--- config.mk ---
export PLATFORM = sky130hd
export DESIGN_NAME = min_max_contrast_stretch
export DESIGN_NICKNAME = d
export VERILOG_FILES = /design/src/hw/rtl/mmcs_pkg.sv /design/src/hw/rtl/mmcs_front.sv /design/src/hw/rtl/mmcs_queue.sv /design/src/hw/rtl/mmcs_back.sv /design/src/hw/rtl/min_max_contrast_stretch.sv
export SDC_FILE = /design/constraint.sdc
export NUM_CORES = 1
export LEC_CHECK = 0
export BUFFER_PORTS_ARGS = -buffer_cell sky130_fd_sc_hd__buf_4
export CAP_MARGIN = 20
export CELL_PAD_IN_SITES_DETAIL_PLACEMENT = 1
export CELL_PAD_IN_SITES_GLOBAL_PLACEMENT = 2
export CORE_MARGIN = 2
export CORE_UTILIZATION = 46
export CTS_CLUSTER_SIZE = 12
export DETAILED_ROUTE_END_ITERATION = 8
export PLACE_DENSITY_LB_ADDON = 0.1
export SLEW_MARGIN = 10
export SYNTH_ARGS = -nofsm -noshare
export SYNTH_HDL_FRONTEND = slang
export SYNTH_HIERARCHICAL = 1
export SYNTH_SLANG_ARGS = --single-unit
--- constraint.sdc ---
create_clock -name i_clk -period 7.9 [get_ports i_clk]
set_input_delay 1.185 -clock i_clk [delete_from_list [all_inputs] [get_ports i_clk]]
set_output_delay 1.185 -clock i_clk [all_outputs]
set_load 0.03 [all_outputs]
--- src/hw/rtl/mmcs_pkg.sv ---
// shared types and constants for the min-max contrast stretch block
package mmcs_pkg;

    localparam int unsigned PIX_W     = 16;
    localparam int unsigned QDEPTH    = 4;
    localparam int unsigned QAW       = $clog2(QDEPTH);
    localparam int unsigned DIV_STEPS = PIX_W;
    localparam int unsigned CNT_W     = $clog2(DIV_STEPS);
    localparam int unsigned NUM_W     = 2 * PIX_W + 2;
    localparam int unsigned REM_W     = PIX_W + 1;

    localparam logic [PIX_W-1:0] FULL8  = 16'h00FF;
    localparam logic [PIX_W-1:0] FULL16 = 16'hFFFF;

    localparam logic REQ_MEASURE = 1'b0;
    localparam logic REQ_MAP     = 1'b1;

    typedef enum logic [0:0] {
        K_VALUE = 1'b0,
        K_DIV   = 1'b1
    } t_kind;

    typedef struct packed {
        logic             req_type;
        logic [PIX_W-1:0] pixel_in;
        logic             last_in;
    } t_in;

    typedef struct packed {
        logic [PIX_W-1:0] pixel_out;
        logic             last_out;
    } t_out;

    // one classified map pixel; val is the result or the offset above min
    typedef struct packed {
        t_kind            kind;
        logic             wide;
        logic             last;
        logic [PIX_W-1:0] val;
        logic [PIX_W-1:0] span;
    } t_job;

endpackage

--- src/hw/rtl/mmcs_front.sv ---
// front part: config register, min/max tracking and map pixel classification
module mmcs_front (
    input  logic           i_clk,
    input  logic           i_rst_n,
    input  logic           i_valid,
    input  mmcs_pkg::t_in  i_data,
    input  logic           i_cfg_we,
    input  logic           i_cfg_wdata,
    input  logic           i_q_full,
    output logic           o_push,
    output mmcs_pkg::t_job o_job
);
    import mmcs_pkg::*;

    logic             r_wide, n_wide;
    logic [PIX_W-1:0] r_run_min, n_run_min;
    logic [PIX_W-1:0] r_run_max, n_run_max;
    logic [PIX_W-1:0] r_frame_min, n_frame_min;
    logic [PIX_W-1:0] r_frame_max, n_frame_max;

    logic             acc;
    logic [PIX_W-1:0] full, pix, lo, hi, mn, mx;

    always_comb begin
        full = r_wide ? FULL16 : FULL8;
        pix  = i_data.pixel_in & full;
        lo   = r_frame_min & full;
        hi   = r_frame_max & full;
        acc  = i_valid && !i_q_full;
        mn   = (pix < r_run_min) ? pix : r_run_min;
        mx   = (pix > r_run_max) ? pix : r_run_max;

        n_wide      = i_cfg_we ? i_cfg_wdata : r_wide;
        n_run_min   = r_run_min;
        n_run_max   = r_run_max;
        n_frame_min = r_frame_min;
        n_frame_max = r_frame_max;

        if (acc && i_data.req_type == REQ_MEASURE) begin
            if (i_data.last_in) begin
                n_frame_min = mn;
                n_frame_max = mx;
                n_run_min   = FULL16;
                n_run_max   = '0;
            end else begin
                n_run_min = mn;
                n_run_max = mx;
            end
        end

        o_push      = acc && i_data.req_type == REQ_MAP;
        o_job.wide  = r_wide;
        o_job.last  = i_data.last_in;
        o_job.kind  = K_VALUE;
        o_job.span  = hi - lo;
        o_job.val   = '0;
        priority if (lo == '0 && hi == full) begin
            o_job.val = pix;
        end else if (hi <= lo || pix <= lo) begin
            o_job.val = '0;
        end else if (pix >= hi) begin
            o_job.val = full;
        end else begin
            o_job.kind = K_DIV;
            o_job.val  = pix - lo;
        end
    end

    always_ff @(posedge i_clk) begin
        if (!i_rst_n) begin
            r_wide      <= 1'b0;
            r_run_min   <= FULL16;
            r_run_max   <= '0;
            r_frame_min <= '0;
            r_frame_max <= FULL16;
        end else begin
            r_wide      <= n_wide;
            r_run_min   <= n_run_min;
            r_run_max   <= n_run_max;
            r_frame_min <= n_frame_min;
            r_frame_max <= n_frame_max;
        end
    end

endmodule

--- src/hw/rtl/mmcs_queue.sv ---
// short job queue between the front and back parts
module mmcs_queue (
    input  logic           i_clk,
    input  logic           i_rst_n,
    input  logic           i_push,
    input  mmcs_pkg::t_job i_job,
    output logic           o_full,
    input  logic           i_pop,
    output logic           o_empty,
    output mmcs_pkg::t_job o_job
);
    import mmcs_pkg::*;

    t_job           r_mem [QDEPTH];
    logic [QAW-1:0] r_wp, n_wp;
    logic [QAW-1:0] r_rp, n_rp;
    logic [QAW:0]   r_cnt, n_cnt;

    always_comb begin
        o_full  = r_cnt == (QAW+1)'(QDEPTH);
        o_empty = r_cnt == '0;
        o_job   = r_mem[r_rp];
        n_wp    = i_push ? r_wp + 1'b1 : r_wp;
        n_rp    = i_pop ? r_rp + 1'b1 : r_rp;
        n_cnt   = r_cnt + (QAW+1)'(i_push) - (QAW+1)'(i_pop);
    end

    always_ff @(posedge i_clk) begin
        if (i_push) begin
            r_mem[r_wp] <= i_job;
        end
    end

    always_ff @(posedge i_clk) begin
        if (!i_rst_n) begin
            r_wp  <= '0;
            r_rp  <= '0;
            r_cnt <= '0;
        end else begin
            r_wp  <= n_wp;
            r_rp  <= n_rp;
            r_cnt <= n_cnt;
        end
    end

endmodule

--- src/hw/rtl/mmcs_back.sv ---
// back part: bit-serial rounding divider and output register
module mmcs_back (
    input  logic           i_clk,
    input  logic           i_rst_n,
    input  logic           i_q_empty,
    input  mmcs_pkg::t_job i_job,
    output logic           o_pop,
    output logic           o_valid,
    output mmcs_pkg::t_out o_data,
    input  logic           i_stall
);
    import mmcs_pkg::*;

    typedef enum logic [2:0] {
        S_IDLE = 3'b001,
        S_DIV  = 3'b010,
        S_HOLD = 3'b100
    } t_state;

    t_state           r_state, n_state;
    logic [REM_W-1:0] r_rem, n_rem;
    logic [PIX_W-1:0] r_num, n_num;
    logic [REM_W-1:0] r_div, n_div;
    logic [CNT_W-1:0] r_cnt, n_cnt;
    logic             r_last, n_last;
    logic             r_ovalid, n_ovalid;
    t_out             r_odata, n_odata;

    logic             out_free;
    logic [NUM_W-1:0] fd, num;
    logic [REM_W:0]   trial;
    logic             ge;

    always_comb begin
        out_free = !r_ovalid || !i_stall;
        // full*d as a shift and subtract, then 2*full*d + span
        fd = i_job.wide ? ({2'b0, i_job.val, 16'b0} - {18'b0, i_job.val})
                        : ({10'b0, i_job.val, 8'b0} - {18'b0, i_job.val});
        num   = {fd[NUM_W-2:0], 1'b0} + {18'b0, i_job.span};
        trial = {r_rem, r_num[PIX_W-1]};
        ge    = trial >= {1'b0, r_div};

        n_state  = r_state;
        n_rem    = r_rem;
        n_num    = r_num;
        n_div    = r_div;
        n_cnt    = r_cnt;
        n_last   = r_last;
        n_ovalid = r_ovalid && i_stall;
        n_odata  = r_odata;
        o_pop    = 1'b0;

        unique case (r_state)
            S_IDLE: begin
                if (!i_q_empty) begin
                    if (i_job.kind == K_VALUE) begin
                        if (out_free) begin
                            o_pop             = 1'b1;
                            n_ovalid          = 1'b1;
                            n_odata.pixel_out = i_job.val;
                            n_odata.last_out  = i_job.last;
                        end
                    end else begin
                        o_pop   = 1'b1;
                        n_rem   = num[NUM_W-2:PIX_W];
                        n_num   = num[PIX_W-1:0];
                        n_div   = {i_job.span, 1'b0};
                        n_cnt   = '0;
                        n_last  = i_job.last;
                        n_state = S_DIV;
                    end
                end
            end
            S_DIV: begin
                n_rem = ge ? REM_W'(trial - {1'b0, r_div}) : trial[REM_W-1:0];
                n_num = {r_num[PIX_W-2:0], ge};
                n_cnt = r_cnt + 1'b1;
                if (r_cnt == CNT_W'(DIV_STEPS - 1)) begin
                    n_state = S_HOLD;
                end
            end
            S_HOLD: begin
                if (out_free) begin
                    n_ovalid          = 1'b1;
                    n_odata.pixel_out = r_num;
                    n_odata.last_out  = r_last;
                    n_state           = S_IDLE;
                end
            end
            default: begin
                n_state = S_IDLE;
            end
        endcase

        o_valid = r_ovalid;
        o_data  = r_odata;
    end

    always_ff @(posedge i_clk) begin
        r_rem   <= n_rem;
        r_num   <= n_num;
        r_div   <= n_div;
        r_cnt   <= n_cnt;
        r_last  <= n_last;
        r_odata <= n_odata;
    end

    always_ff @(posedge i_clk) begin
        if (!i_rst_n) begin
            r_state  <= S_IDLE;
            r_ovalid <= 1'b0;
        end else begin
            r_state  <= n_state;
            r_ovalid <= n_ovalid;
        end
    end

endmodule

--- src/hw/rtl/min_max_contrast_stretch.sv ---
// Min-max contrast stretch of an 8- or 16-bit grayscale frame.
// Input channel i_valid/o_stall/i_data: each frame is sent twice. Measure
// words (req_type 0) update the running min and max and give no output;
// the measure word marked last latches them as the frame's range. Map words
// (req_type 1) each give one output word on o_valid/i_stall/o_data,
// round(full*(p-min)/(max-min)), with last_out copied from last_in.
// i_cfg_we/i_cfg_wdata select the pixel width (1 = 16-bit); write only
// while the block is idle.
// Timing: the front takes one word a cycle while its 4-deep job queue has
// room. Map words that pass through or clamp go through the job queue and
// the output register and stream at one a cycle while i_stall is low. A
// word that needs the ratio runs through a bit-serial divider, 16 steps,
// one quotient bit per cycle, then waits in a hold state for the output
// register; the back end takes no other word until that one is out.
// Reset clears the queue and output, sets 8-bit mode and an identity range
// (min 0, max full scale). When the receiver stalls, the output word holds,
// the queue fills, and o_stall rises once it is full.
module min_max_contrast_stretch (
    input  logic           i_clk,
    input  logic           i_rst_n,
    input  logic           i_valid,
    output logic           o_stall,
    input  mmcs_pkg::t_in  i_data,
    output logic           o_valid,
    input  logic           i_stall,
    output mmcs_pkg::t_out o_data,
    input  logic           i_cfg_we,
    input  logic           i_cfg_wdata
);
    import mmcs_pkg::*;

    logic q_full, q_empty, push, pop;
    t_job push_job, pop_job;

    assign o_stall = q_full;

    mmcs_front u_front (
        .i_clk       (i_clk),
        .i_rst_n     (i_rst_n),
        .i_valid     (i_valid),
        .i_data      (i_data),
        .i_cfg_we    (i_cfg_we),
        .i_cfg_wdata (i_cfg_wdata),
        .i_q_full    (q_full),
        .o_push      (push),
        .o_job       (push_job)
    );

    mmcs_queue u_queue (
        .i_clk   (i_clk),
        .i_rst_n (i_rst_n),
        .i_push  (push),
        .i_job   (push_job),
        .o_full  (q_full),
        .i_pop   (pop),
        .o_empty (q_empty),
        .o_job   (pop_job)
    );

    mmcs_back u_back (
        .i_clk     (i_clk),
        .i_rst_n   (i_rst_n),
        .i_q_empty (q_empty),
        .i_job     (pop_job),
        .o_pop     (pop),
        .o_valid   (o_valid),
        .o_data    (o_data),
        .i_stall   (i_stall)
    );

endmodule

==> metrics.yaml, run 1 <==
placed_design:
  gp_congestion: 0.915
  place_area_mm2: 0.0186
  dp_hpwl_mm: 39.7
  io_buffers: 42
  dp_cells: 2188
synth:
  syn_avg_cell_area_um2: 10.6
  synth_seq_area_share_pct: 44.3
  synth-main-ff-cell: "edfxtp_1"
  synth_top_area_cell: "edfxtp_1"
  syn_area_mm2: 0.0178
  synth_edf_count: 211
  synth.top_cell.area_share_pct: 35.5
  synth_nets: 1829
  synth_warnings: 6
  synth_seq_cells: 289
  yosys.cell_types.count: 106
  async_reset_ff_share_pct: 0
  yosysMostFrequentCell: "edfxtp_1"
  synthCells: 1683
  synth_common_cells: "edfxtp_1 (211), nand2_1 (159), ha_1 (117), inv_1 (114), nor2_1 (107)"
  synth_area_leaders: "edfxtp_1 (36%), dfxtp_1 (8.8%), ha_1 (8.2%), mux4_2 (3.8%), nand2_1 (3.3%)"
worst_setup_path:
  worst-path-buf-inv: 0
  crit_path_cell_trace: "mux4_2 > nor3_1 > nand3_1 > o211ai_1 > a21o_1 > a21oi_1 > xor2_1 > o21ai_0 > ha_1 > a21oi_1 > nand2_1 > nor2_1 > a221oi_1 > o211ai_1 > nor3_1 > xnor2_1 > o21ai_1"
  crit_type: "flop to flop"
  arrival_ns: 6.08
  crit_fanout: 24
  crit_required_ns: 8.17
  slowest_delay_ns: 0.89
  crit_path_end_kind: "flop"
  crit_family: "compound AO/OA/AOI/OAI gates"
  critical_path.slowest_cell: "dfxtp_2"
  start_kind: "flop"
cts:
  htree_levels: 2
  cts_sinks: 289
  cts_tree: "done"
  cts.path.max_buffers: 3
  clk_pin_slew_ns: 0.06
  cts_setup_buffers: 0
  holdBufCountCts: 0
  cts_buffers: 34
  clock-root-buffer: "clkbuf_16"
  ctsResizeCount: 0
  insertion_delay_ns: 0.54
power:
  combPwrFrac_pct: 51.1
  p_int_mw: 4.53
  p_leak_nw: 7.59
  p_clk_share_pct: 20.1
  p_switching_mw: 3.34
  power_density_mw_per_mm2: 399
  p_sw_share_pct: 42.4
  seq_power_share_pct: 28.9
  ir_worst_vdd_mv: 0.159
timing:
  finalSetupViolations: 0
  min_period_over_period_pct: 73.5
  slew_headroom_pct: 26.9
  drv_slew: 0
  fin_skew_ns: 0.0111
  worstMarginPinSlew_ns: 1.10
  tns_ns: 0
  rsz0062_at_grt: "no"
  clock.fmax_mhz: 172
  hold_violations: 0
  fin_crit_ns: 5.81
status:
  status: "completed"
detailed_routing:
  firstDrtPassIters: 5
  post_drt_wl_per_cell_um: 23.2
  drtIter0Drc: 698
  num_vias: 13327
  vias_per_cell: 5.93
  ant_nets: 0
  totalWireLength_mm: 52.3
  post-route-drc-count: 0
cells_and_area:
  nNetsFinal: 1853
  syn_to_final_growth_pct: 10.5
  finalInstanceArea_mm2: 0.0197
  antenna_cells: 0
  fillers: 4217
  drive_above_1_share_pct: 11.4
  stdcell_count: 2249
floorplanning:
  rows: 72
  die_y_um: 201
  design.core.area_mm2: 0.0385
  ios: 43
  start_util_pct: 46.4
  dieArea_mm2: 0.0404
  die_w_um: 201
grt:
  grt-ovfl-total: 0
  antenna_found_initial: 1
  grt_pass1_vias: 14032
  grt_max_degree: 55
  track_usage_pct: 25.9
  grt_first_pass_wirelength_mm: 81.4
worst_hold_path:
  hp-start: "u_front/r_run_max[15]$_SDFFE_PN0P_"
  hp-class: "flop to flop"
job:
  max_cap_violations: 0
-- flip-flops by register name (all words and copies together), names as in the netlist, named ones only --
| signal | count |
|---|---|
| u_back/r_last | 1 |
| u_queue/r_mem | 140 |
| u_back/r_state | 3 |
| u_front/r_wide | 1 |
| u_front/r_run_min | 16 |
| u_back/o_valid | 1 |
| u_front/r_frame_min | 16 |
| u_queue/r_rp | 2 |
| u_queue/r_wp | 2 |
| u_back/r_cnt | 4 |
| u_back/o_data | 17 |
| u_back/r_rem | 17 |
| u_back/r_num | 16 |
| u_queue/r_cnt | 3 |
| u_front/r_run_max | 16 |
| u_front/r_frame_max | 16 |
| u_back/r_div | 16 |
-- final timing paths --
kind                                             end  slack [ns]  cells after the start
setup / recovery           u_back/r_rem[9]$_DFFE_PP_        2.09                     17
setup reg to reg           u_back/r_rem[9]$_DFFE_PP_        2.09                     17
hold / removal    u_front/r_run_max[15]$_SDFFE_PN0P_        0.48                      1
hold reg to reg   u_front/r_run_max[15]$_SDFFE_PN0P_        0.48                      1
-- area by class of cell --
| type | count | area [um2] | area share, % |
|---|---|---|---|
| multi-input combinational | 1207 | 9170 | 46.5 |
| sequential | 289 | 7900 | 40.1 |
| clock inverter | 16 | 160 | 0.812 |
| timing repair buffer | 60 | 458 | 2.32 |
| inverter | 115 | 432 | 2.19 |
| clock buffer | 44 | 940 | 4.77 |
| tap | 518 | 648 | 3.29 |
-- metal layers --
metal / global-route usage (%) / wire length, um
met1: 31.5 / 22100
met2: 46.3 / 26400
met3: 3.00 / 1540
met4: 11.3 / 2160
met5: 0 / 13
-- cell families (layout without fill, tap and decap cells) --
| family | Yosys count | count (layout) | synth area share [%] |
|---|---|---|---|
| AND/OR/NAND/NOR | 477 | 477 | 13.5 |
| adder cells (fa/ha/maj) | 122 | 122 | 8.77 |
| XOR/XNOR | 97 | 97 | 4.89 |
| buffers and inverters | 187 | 235 | 4.49 |
| multiplexers | 95 | 95 | 7.95 |
| AO/OA/AOI/OAI | 416 | 416 | 16.1 |
| flip-flops | 289 | 289 | 44.3 |
-- per-stage QoR --
step	util [%]	setup WS (ns)	hold slack, ns	total power, mW
after global placement	48.3	2.19	0.463	6.21
final	51.2	2.09	0.483	7.87
after floorplan	-	3.16	0.447	5.10
after global routing	51.2	1.52	0.498	8.32
after detailed placement	48.3	2.12	0.466	6.29
after CTS	51.2	2.08	0.485	7.90
-- placed cells by master, fill, tap and decap left out, types with 59 or more instances in the layout --
master / synthesis / final
ha_1: 117 / 117
buf_4: 5 / 59
inv_1: 114 / 114
nand2_1: 159 / 159
xnor2_1: 61 / 61
edfxtp_1: 211 / 211
o21ai_0: 97 / 97
a21oi_1: 82 / 82
dfxtp_1: 78 / 76
nor2_1: 107 / 106
-- power by group through the flow --
stage	clock, mW	combinational, mW	sequential, mW
2_1_floorplan	0	2.82	2.29
3_3_place_gp	0	3.92	2.29
3_5_place_dp	0	3.99	2.31
4_1_cts	1.61	4.01	2.28
5_1_grt	1.66	4.37	2.30
6_report	1.58	4.02	2.27
Power figures use the tool's default switching activity.
==> run 2, diff against run 1 <==
CORE_UTILIZATION = 43   (was 46)
clock period = 6.01 ns   (was 7.9 ns; I/O delays follow)
==> run 2 against run 1 <==
Compared with the run above:
- global-route usage down 0.78 points
- via count down 0.20%
- utilization down 2.6 points
- clock power up 41%
- die area up 6.8%
- sequential power up 30%
- count of clock-buffer cells in the layout up 4
- critical path type unchanged
- critical endpoint is now u_back/r_rem[10]$_DFFE_PP_
- largest cell class unchanged
==> metrics.yaml, run 2 (synthesized netlist as in run 1, its figures left out) <==
worst_setup_path:
  crit_family: "simple AND/OR/NAND/NOR gates"
  arrival_ns: 5.68  # -0.40 ns
  r2r_cells: 15  # -2
  critical_path.slowest_cell: "mux4_2"
  crit_path_cell_trace: "buf_4 > mux4_2 > nor2_1 > nand3_1 > o22ai_1 > xnor2_1 > mux2i_1 > ha_1 > a21oi_1 > o21ai_0 > or4_1 > o2111ai_4 > nor3_2 > or3_1 > a31o_1"
  slowest_delay_ns: 0.66  # -0.23 ns
  crit_type: "flop to flop"
  crit_path_end_kind: "flop"
  worst-path-buf-inv: 1  # +1
  start_kind: "flop"
  crit_fanout: 9  # -63%
  crit_required_ns: 6.30  # -1.87 ns
  cp_num_cells: 15  # -2
power:
  p_int_mw: 6.12  # +35%
  p_leak_nw: 7.67  # +1.2%
  p_switching_mw: 4.41  # +32%
  p_sw_share_pct: 41.8  # -0.57 points
  power_density_mw_per_mm2: 529  # +33%
  ir_worst_vdd_mv: 0.278  # +75%
  p_clk_share_pct: 21.2  # +1.1 points
  combPwrFrac_pct: 50.7  # -0.4 points
  seq_power_share_pct: 28.1  # -0.8 points
cells_and_area:
  drive_above_1_share_pct: 12.1  # +0.63 points
  final_cell_mix: "edfxtp_1 (211), nand2_1 (159), ha_1 (117), inv_1 (114), nor2_1 (106)"
  fillers: 4453  # +5.6%
  nNetsFinal: 1860  # +0.38%
  antenna_cells: 0  # unchanged
  top_register: "u_queue/r_mem"
  stdcell_count: 2272  # +1.0%
  syn_to_final_growth_pct: 11.5
  largest_register_ffs: 140  # unchanged
  mostFrequentLayoutCell: "edfxtp_1"
timing:
  fin_skew_ns: 0.0169  # +0.00585 ns
  finalSetupViolations: 0  # unchanged
  fin_crit_ns: 5.39  # -0.414 ns
  min_period_over_period_pct: 89.7  # +16 points
  slew_headroom_pct: 33.0  # +6.1 points
  rsz0062_at_grt: "no"
  drv_slew: 0  # unchanged
  clock.fmax_mhz: 185  # +7.7%
  worstMarginPinSlew_ns: 1.00  # -0.0918 ns
  tns_ns: 0  # unchanged
  hold_violations: 0  # unchanged
floorplanning:
  die_y_um: 208  # +3.4%
  ios: 43  # unchanged
  design.core.area_mm2: 0.0409  # +6.4%
  start_util_pct: 43.6  # -2.8 points
  die_w_um: 208  # +3.4%
  rows: 74  # +2.8%
  dieArea_mm2: 0.0431  # +6.8%
placed_design:
  dp_cells: 2208  # +0.91%
  dp_hpwl_mm: 41.9  # +5.4%
  gp_congestion: 0.939  # +2.7%
  io_buffers: 42  # unchanged
grt:
  grt_first_pass_wirelength_mm: 84.1  # +3.3%
  grt_max_degree: 41  # -25%
  track_usage_pct: 25.1  # -0.78 points
  grt-ovfl-total: 0  # unchanged
  antenna_found_initial: 0  # -1
  grt_pass1_vias: 14062  # +0.21%
detailed_routing:
  totalWireLength_mm: 54.2  # +3.6%
  vias_per_cell: 5.85  # -1.2%
  drtIter0Drc: 717  # +2.7%
  ant_nets: 0  # unchanged
  num_vias: 13300  # -0.20%
  post_drt_wl_per_cell_um: 23.8  # +2.6%
  post-route-drc-count: 0  # unchanged
  firstDrtPassIters: 5  # unchanged
cts:
  cts_buffers: 35  # +2.9%
  ctsResizeCount: 0  # unchanged
  insertion_delay_ns: 0.54  # about the same
  cts.path.max_buffers: 3  # unchanged
  clk_pin_slew_ns: 0.06  # about the same
  holdBufCountCts: 0  # unchanged
  cts_tree: "done"
  clock-root-buffer: "clkbuf_16"
  cts_sinks: 289  # unchanged
  cts_setup_buffers: 0  # unchanged
  htree_levels: 2  # unchanged
job:
  max_cap_violations: 0  # unchanged
worst_hold_path:
  min_path_cells: 1  # unchanged
  hp-class: "flop to flop"
status:
  status: "completed"
## run 2: worst register-to-register path: stages, from the launching register on
cell	delay, ns
dfxtp_2	0.50
buf_4	0.29
mux4_2	0.67
nor2_1	0.37
nand3_1	0.40
o22ai_1	0.30
xnor2_1	0.10
mux2i_1	0.34
ha_1	0.37
a21oi_1	0.13
o21ai_0	0.22
or4_1	0.61
o2111ai_4	0.22
nor3_2	0.10
or3_1	0.31
a31o_1	0.21
## run 2: power by group through the flow
stage | clock network (mW) | logic (mW) | registers (mW)
floorplan | 0 | 3.70 | 3.00
global placement | 0 | 5.26 | 2.99
detailed placement | 0 | 5.33 | 3.01
CTS | 2.29 | 5.36 | 2.97
global route | 2.35 | 5.86 | 3.00
finish | 2.23 | 5.34 | 2.96
## run 2: per-stage QoR
step	cell area [um2]	setup WS, ns	utilization [%]	hold WS (ns)	total power [mW]
6_report	19900	0.618	48.6	0.483	10.5
5_1_grt	19900	0.300	48.6	0.495	11.2
4_1_cts	19900	0.677	48.6	0.482	10.6
3_5_place_dp	18700	0.680	45.6	0.464	8.34
3_3_place_gp	18700	0.750	45.6	0.462	8.25
2_1_floorplan	17800	1.27	-	0.447	6.70
## run 2: cell type report
type / count / area, um2 / area share [%]
Clock buffer: 48 / 997 / 5.01
Inverter: 115 / 432 / 2.17
Clock inverter: 15 / 218 / 1.09
Timing Repair Buffer: 66 / 503 / 2.53
Multi-Input combinational cell: 1207 / 9180 / 46.1
Tap cell: 532 / 666 / 3.35
Sequential cell: 289 / 7900 / 39.7
## run 2: worst paths after layout
path / from / end / slack (ns)
setup / recovery: flop / u_back/r_rem[10]$_DFFE_PP_ / 0.62
hold / removal: u_front/r_run_max[8]$_SDFFE_PN0P_ / u_front/r_run_max[8]$_SDFFE_PN0P_ / 0.48
setup reg to reg: flop / u_back/r_rem[10]$_DFFE_PP_ / 0.62
hold reg to reg: u_front/r_run_max[8]$_SDFFE_PN0P_ / u_front/r_run_max[8]$_SDFFE_PN0P_ / 0.48
## run 2: per-layer routing
metal	part of all wire (%)	vias to the layer above	GRT usage (%)
met5	0	-	0
met4	3.1	0	8.07
met3	2.7	92	3.19
met2	52	210	46.4
met1	42	6659	30.2
li1	-	6339	-
